$ cat config.mk
export PLATFORM = sky130hd
export DESIGN_NAME = hsv_to_rgb_converter
export DESIGN_NICKNAME = d
export VERILOG_FILES = /design/src/rtl/hsv2rgb_pkg.sv /design/src/rtl/hsv2rgb_hue.sv /design/src/rtl/hsv2rgb_chroma.sv /design/src/rtl/hsv2rgb_mix.sv /design/src/rtl/hsv_to_rgb_converter.sv
export SDC_FILE = /design/constraint.sdc
export NUM_CORES = 1
export LEC_CHECK = 0
export ABC_AREA = 0
export BUFFER_PORTS_ARGS = -buffer_cell sky130_fd_sc_hd__buf_2
export CAP_MARGIN = 20
export CORE_MARGIN = 4
export CORE_UTILIZATION = 25
export DETAILED_ROUTE_END_ITERATION = 12
export HOLD_SLACK_MARGIN = 0.15
export PLACE_DENSITY = 0.43
export SYNTH_ARGS = -nofsm -noshare
export SYNTH_HDL_FRONTEND = slang
export SYNTH_SLANG_ARGS = --single-unit
$ cat constraint.sdc
create_clock -name clk_i -period 12.4 [get_ports clk_i]
set_input_delay 0 -clock clk_i [delete_from_list [all_inputs] [get_ports clk_i]]
set_output_delay 0 -clock clk_i [all_outputs]
set_load 0.01 [all_outputs]
$ cat src/rtl/hsv2rgb_pkg.sv
// ----------------------------------------------------------------------------
// HSV to RGB package
// Shared types and fixed-point constants for the HSV to RGB pipeline.
// ----------------------------------------------------------------------------
package hsv2rgb_pkg;

  // 1/15 reciprocal, 14 fractional bits (hue[14:6] / 15)
  localparam logic [19:0] RecipFifteen = 20'd1093;
  // 1/6 reciprocal, 6 fractional bits (sector count / 6)
  localparam logic [9:0]  RecipSix     = 10'd11;
  localparam logic [9:0]  SixTimes     = 10'd6;
  localparam logic [9:0]  FifteenTimes = 10'd15;
  // 60 degrees in 1/16 degree units
  localparam logic [9:0]  SectorSpan   = 10'd960;
  // round(P/255) == ((P + 127) * 32897) >> 23
  localparam logic [15:0] ChromaBias   = 16'd127;
  localparam logic [30:0] RecipChroma  = 31'd32897;
  // round(P*ramp/244800) == (((P*ramp + 122400) >> 6) * 1122868) >> 32
  localparam logic [25:0] SecHalfDen   = 26'd122400;
  localparam logic [40:0] RecipSec     = 41'd1122868;

  typedef enum logic [2:0] {
    SEC_RED_YEL = 3'd0,
    SEC_YEL_GRN = 3'd1,
    SEC_GRN_CYN = 3'd2,
    SEC_CYN_BLU = 3'd3,
    SEC_BLU_MAG = 3'd4,
    SEC_MAG_RED = 3'd5
  } sector_e;

  typedef struct packed {
    logic       neg;
    sector_e    sector;
    logic [9:0] ramp;
  } hue_info_t;

  typedef struct packed {
    hue_info_t  hue;
    logic [7:0] chroma;
    logic [7:0] minimum;
    logic [7:0] second;
  } mix_t;

endpackage

$ cat src/rtl/hsv2rgb_hue.sv
// ----------------------------------------------------------------------------
// HSV to RGB hue splitter
// Two stages: hue to 60-degree sector and ramp position within the sector.
// ----------------------------------------------------------------------------
module hsv2rgb_hue
  import hsv2rgb_pkg::*;
(
  input  logic        clk_i,
  input  logic [15:0] hue_i,
  output hue_info_t   hue_o
);

  logic [19:0] qmul;
  logic [5:0]  q_q;
  logic [8:0]  h6_q;
  logic [5:0]  lo_q;
  logic        neg_q;

  logic [9:0]  q11;
  logic [2:0]  q6;
  logic [9:0]  sec_w;
  logic [9:0]  r15_w;
  logic [9:0]  rem;
  hue_info_t   hue_d, hue_q;

  // stage 1: 60-degree count (hue >> 6) / 15
  assign qmul = 20'(hue_i[14:6]) * RecipFifteen;

  always_ff @(posedge clk_i) begin
    q_q   <= qmul[19:14];
    h6_q  <= hue_i[14:6];
    lo_q  <= hue_i[5:0];
    neg_q <= hue_i[15];
  end

  // stage 2: sector = count mod 6, remainder within sector
  assign q11   = 10'(q_q) * RecipSix;
  assign q6    = q11[8:6];
  assign sec_w = 10'(q_q) - 10'(q6) * SixTimes;
  assign r15_w = 10'(h6_q) - 10'(q_q) * FifteenTimes;
  assign rem   = {r15_w[3:0], lo_q};

  always_comb begin
    hue_d.neg    = neg_q;
    hue_d.sector = sector_e'(sec_w[2:0]);
    hue_d.ramp   = sec_w[0] ? (SectorSpan - rem) : rem;
  end

  always_ff @(posedge clk_i) begin
    hue_q <= hue_d;
  end

  assign hue_o = hue_q;

endmodule

$ cat src/rtl/hsv2rgb_chroma.sv
// ----------------------------------------------------------------------------
// HSV to RGB chroma path
// Four stages: chroma, minimum and secondary component from S, V and ramp.
// ----------------------------------------------------------------------------
module hsv2rgb_chroma
  import hsv2rgb_pkg::*;
(
  input  logic       clk_i,
  input  logic [7:0] saturation_i,
  input  logic [7:0] brightness_i,
  input  hue_info_t  hue_i,
  output mix_t       mix_o
);

  logic [15:0] prod_q1, prod_q2;
  logic [7:0]  val_q1, val_q2;
  logic [15:0] cnum;
  logic [30:0] cprod_q;
  logic [25:0] xnum;
  logic [19:0] xdiv_q;
  logic [7:0]  chroma;
  logic [7:0]  c_q3, m_q3, c_q4, m_q4;
  hue_info_t   hue_q3, hue_q4;
  logic [40:0] xprod_q;

  // stage 1: P = V * S
  always_ff @(posedge clk_i) begin
    prod_q1 <= 16'(brightness_i) * 16'(saturation_i);
    val_q1  <= brightness_i;
  end

  // stage 2: rounded P / 255 as reciprocal product
  assign cnum = prod_q1 + ChromaBias;

  always_ff @(posedge clk_i) begin
    cprod_q <= 31'(cnum) * RecipChroma;
    prod_q2 <= prod_q1;
    val_q2  <= val_q1;
  end

  // stage 3: P * ramp, chroma and minimum
  assign xnum   = 26'(prod_q2) * 26'(hue_i.ramp) + SecHalfDen;
  assign chroma = cprod_q[30:23];

  always_ff @(posedge clk_i) begin
    xdiv_q <= xnum[25:6];
    c_q3   <= chroma;
    m_q3   <= val_q2 - chroma;
    hue_q3 <= hue_i;
  end

  // stage 4: divide by 3825 as reciprocal product
  always_ff @(posedge clk_i) begin
    xprod_q <= 41'(xdiv_q) * RecipSec;
    c_q4    <= c_q3;
    m_q4    <= m_q3;
    hue_q4  <= hue_q3;
  end

  always_comb begin
    mix_o.hue     = hue_q4;
    mix_o.chroma  = c_q4;
    mix_o.minimum = m_q4;
    mix_o.second  = xprod_q[39:32];
  end

endmodule

$ cat src/rtl/hsv2rgb_mix.sv
// ----------------------------------------------------------------------------
// HSV to RGB output mixer
// Places chroma and secondary by sector (neither for a negative hue), adds the minimum, registers RGB.
// ----------------------------------------------------------------------------
module hsv2rgb_mix
  import hsv2rgb_pkg::*;
(
  input  logic       clk_i,
  input  mix_t       mix_i,
  output logic [7:0] red_o,
  output logic [7:0] green_o,
  output logic [7:0] blue_o
);

  logic [7:0] r_w, g_w, b_w;
  logic [7:0] red_q, green_q, blue_q;

  always_comb begin
    r_w = '0;
    g_w = '0;
    b_w = '0;
    if (!mix_i.hue.neg) begin
      case (mix_i.hue.sector)
        SEC_RED_YEL: begin r_w = mix_i.chroma; g_w = mix_i.second; end
        SEC_YEL_GRN: begin r_w = mix_i.second; g_w = mix_i.chroma; end
        SEC_GRN_CYN: begin g_w = mix_i.chroma; b_w = mix_i.second; end
        SEC_CYN_BLU: begin g_w = mix_i.second; b_w = mix_i.chroma; end
        SEC_BLU_MAG: begin r_w = mix_i.second; b_w = mix_i.chroma; end
        default: begin r_w = mix_i.chroma; b_w = mix_i.second; end
      endcase
    end
  end

  always_ff @(posedge clk_i) begin
    red_q   <= r_w + mix_i.minimum;
    green_q <= g_w + mix_i.minimum;
    blue_q  <= b_w + mix_i.minimum;
  end

  assign red_o   = red_q;
  assign green_o = green_q;
  assign blue_o  = blue_q;

endmodule

$ cat src/rtl/hsv_to_rgb_converter.sv
// ----------------------------------------------------------------------------
// HSV to RGB converter
// Throughput: one pixel per cycle; busy_o is never asserted.
// The five register stages (product, chroma, ramp product, divide, mix) carry each start transfer to valid_o.
// Reset clears the valid pipeline only; results cannot be held off.
// ----------------------------------------------------------------------------
module hsv_to_rgb_converter
  import hsv2rgb_pkg::*;
(
  input  logic        clk_i,
  input  logic        rst_ni,
  input  logic        start_i,
  output logic        busy_o,
  input  logic [15:0] hue_i,
  input  logic [7:0]  saturation_i,
  input  logic [7:0]  brightness_i,
  output logic        valid_o,
  output logic [7:0]  red_o,
  output logic [7:0]  green_o,
  output logic [7:0]  blue_o
);

  logic [4:0] vld_d, vld_q;
  hue_info_t  hue_info;
  mix_t       mix;

  assign busy_o = 1'b0;
  assign vld_d  = {vld_q[3:0], start_i & ~busy_o};

  always_ff @(posedge clk_i or negedge rst_ni) begin
    if (!rst_ni) begin
      vld_q <= '0;
    end else begin
      vld_q <= vld_d;
    end
  end

  assign valid_o = vld_q[4];

  hsv2rgb_hue u_hue (
    .clk_i  (clk_i),
    .hue_i  (hue_i),
    .hue_o  (hue_info)
  );

  hsv2rgb_chroma u_chroma (
    .clk_i        (clk_i),
    .saturation_i (saturation_i),
    .brightness_i (brightness_i),
    .hue_i        (hue_info),
    .mix_o        (mix)
  );

  hsv2rgb_mix u_mix (
    .clk_i   (clk_i),
    .mix_i   (mix),
    .red_o   (red_o),
    .green_o (green_o),
    .blue_o  (blue_o)
  );

  a_lat: assert property (@(posedge clk_i) disable iff (!rst_ni)
    start_i && !busy_o |-> ##5 valid_o)
    else $error("transfer did not produce a result after 5 cycles");

  a_gray: assert property (@(posedge clk_i) disable iff (!rst_ni)
    start_i && !busy_o && hue_i[15] |-> ##5 (red_o == green_o && green_o == blue_o))
    else $error("negative hue did not give gray");

  a_nosat: assert property (@(posedge clk_i) disable iff (!rst_ni)
    start_i && !busy_o && saturation_i == 8'd0 |-> ##5
      (red_o == $past(brightness_i, 5) && green_o == $past(brightness_i, 5) &&
       blue_o == $past(brightness_i, 5)))
    else $error("zero saturation did not give brightness");

endmodule
==> qor.yml <==
status:
  outcome: "complete, no violations"
clock_tree:
  root_buffer: "clkbuf_16"
  cts_tree: "yes"
  cts_resized: 0
  cts_sinks: 184
  h-tree-depth: 4
  cts.path.max_buffers: 2
  cts_buffers: 17
  path_clk_slew_ps: 80
  clkLatencyLatePin_ps: 480
final_layout:
  final_common_cell: "inv_1"
  utilization_pct: 28.2
  synthToLayoutAreaGrowth_pct: 12.0
  multi_input_area_um2: 14300
  seq_area_um2: 3710
  final_cell_mix: "inv_1 (456), ha_1 (413), fa_1 (229)"
  nFillCells: 8412
  drive_above_1_share_pct: 4.78
  fin_nets: 2842
routing:
  finalWirelength_mm: 42.4
  drc_errors: 0
  wl_per_cell_um: 13.1
  num_vias: 13394
  initialDrtViolationCount: 432
  drt_pass1_iterations: 6
  drtAntennaViolNets: 0
  vias_per_cell: 4.15
timing:
  worstMarginPinSlew_ps: 768
  slew_violations: 0
  fin_crit_ps: 5540
  worst_slack_ps: 6860
  final-setup-viol-count: 0
  fin_crit_sh_pct: 44.7
  rsz0062_at_grt: "false"
  slew_headroom_pct: 48.4
  setup_tns_ps: 0
  skew_ps: 21.3
  max_freq_mhz: 180
  holdWs_ps: 196
  finalHoldViolations: 0
logic_synthesis:
  syn_area_um2: 19900
  synth_cells: 2089
  ys_seq_area_share_pct: 18.7
  yosys.cell_types.count: 64
  avgSynthCellArea_um2: 9.51
  yosys_warnings: 0
  syn-num-nets: 2766
  yosys.area.top_type_share_pct: 26.0
  ys_seq_elements: 184
  synth_top_area_cell: "ha_1"
  synth_area_leaders: "ha_1 (26%), fa_1 (23%), dfxtp_1 (18%), inv_1 (8.6%), xnor2_1 (3.9%)"
  ys.flop_type: "dfxtp_1"
  synthArstFlopShare_pct: 2.72
  synth_edf_count: 0
die:
  die_area_um2: 84100
  dieHeight_um: 290
  rows: 103
  core_um2: 78900
  start_util_pct: 25.2
  dieWidth_um: 290
  io_pins: 61
grt:
  grt_max_degree: 21
  antenna_found_initial: 1
  track_usage_pct: 10.6
  grt_pass1_wl_mm: 73.0
  grt_pass1_vias: 14386
  overflow: 0
setup_path:
  worstPathRequired_ps: 12750
  critical_path.endpoint_type: "flop"
  worstPathMaxFanout: 16
  crit_arrival_ps: 5890
  reg2reg_to: "u_chroma.xdiv_q[13]$_DFF_P_"
  rr_worst_depth: 17
  r2r-start: "u_hue.hue_o[7]$_DFF_P_"
  startpoint_type: "flop"
  regToRegSetupSlack_ps: 6860
  worst-setup-path-type: "flop to flop"
worst_hold_path:
  worstHoldPathCells: 2
  hp-start: "hue_i[4]"
  hold_end: "u_hue.lo_q[4]$_DFF_P_"
  hp-class: "input port to flop"
place:
  place.port_buffers: 59
  dp_hpwl_mm: 36.6
  dp_slack_ps: 6830
  gp_congestion: 0.814
job:
  drv_cap: 0
synth_stat cells (15+ instances only):
cell      instances
inv_1           456
ha_1            413
fa_1            229
nand2_1         196
dfxtp_1         179
and2_1           93
xnor2_1          89
a21oi_1          76
nor2_1           52
xor2_1           33
o21ai_0          31
clkbuf_1         29
nand3_1          26
a21o_1           21
a22oi_1          15
what timing repair did:
item                                   in CTS  in global routing
hold buffers                               32                  0
setup buffers                               0                  0
endpoints found under the hold margin      33                  0
final cells by class:
cell class / count / share of cell area, %
antenna: 1 / 0.0112
clock buffer: 17 / 1.91
clock inverter: 15 / 0.770
inverter: 456 / 7.69
multi-input combinational: 1415 / 64.3
sequential: 184 / 16.7
tap: 1050 / 5.90
timing repair buffer: 91 / 2.76
metal layers:
layer	global-route usage, %	vias to the layer above	wire length [um]
met5	0	-	0
met3	1.23	28	727
met2	18.0	102	20100
met4	2.97	0	585
met1	14.2	6506	20900
li1	-	6758	-
how the worst max path moves through the flow:
stage,end,cells after the start,from
floorplan,u_chroma.xdiv_q[13]$_DFF_P_,18,u_hue.hue_o[7]$_DFF_P_
global placement,u_chroma.xdiv_q[13]$_DFF_P_,17,u_hue.hue_o[7]$_DFF_P_
detailed placement,u_chroma.xdiv_q[13]$_DFF_P_,17,u_hue.hue_o[7]$_DFF_P_
CTS,u_chroma.xdiv_q[13]$_DFF_P_,17,u_hue.hue_o[7]$_DFF_P_
global route,u_chroma.xdiv_q[13]$_DFF_P_,17,u_hue.hue_o[7]$_DFF_P_
finish,u_chroma.xdiv_q[13]$_DFF_P_,17,u_hue.hue_o[7]$_DFF_P_
logic make-up after synthesis:
| logic type | synth area share (%) |
|---|---|
| fa+ha+maj | 49.1 |
| buf+inv | 9.30 |
| compound gates | 6.55 |
| xor+xnor | 5.38 |
| simple gates | 10.9 |
| mux | 0.107 |
| flops | 18.7 |
| other cells | 0.0189 |
flip-flops by register name, indices dropped and copies added, names as in the netlist, 14 cells and up:
signal / count
u_chroma.prod_q1: 16
u_chroma.prod_q2: 16
u_chroma.xdiv_q: 20
u_hue.hue_o: 14
stage by stage:
| step | cell area [um2] | instances |
|---|---|---|
| final | 22300 | 3229 |
| after global routing | 22300 | 3228 |
| after CTS | 22300 | 3228 |
| after detailed placement | 21300 | 3164 |
| after global placement | 21300 | 3164 |
| after floorplan | 19900 | 2089 |
critical path, stage by stage, from the launching register on:
cell and delay [ps]:
dfxtp_1 660, nand2_1 160, fa_1 560, inv_1 50, fa_1 460, fa_1 530
fa_1 540, inv_1 50, fa_1 530, inv_1 40, ha_1 340, a21oi_1 170
o21ai_0 120, a31oi_2 290, o21bai_1 160, a21oi_1 320, nor4_1 70, or3_1 360
Power is not shown: default switching activity piles up to over one toggle a cycle in this logic, so the estimate is an artifact.
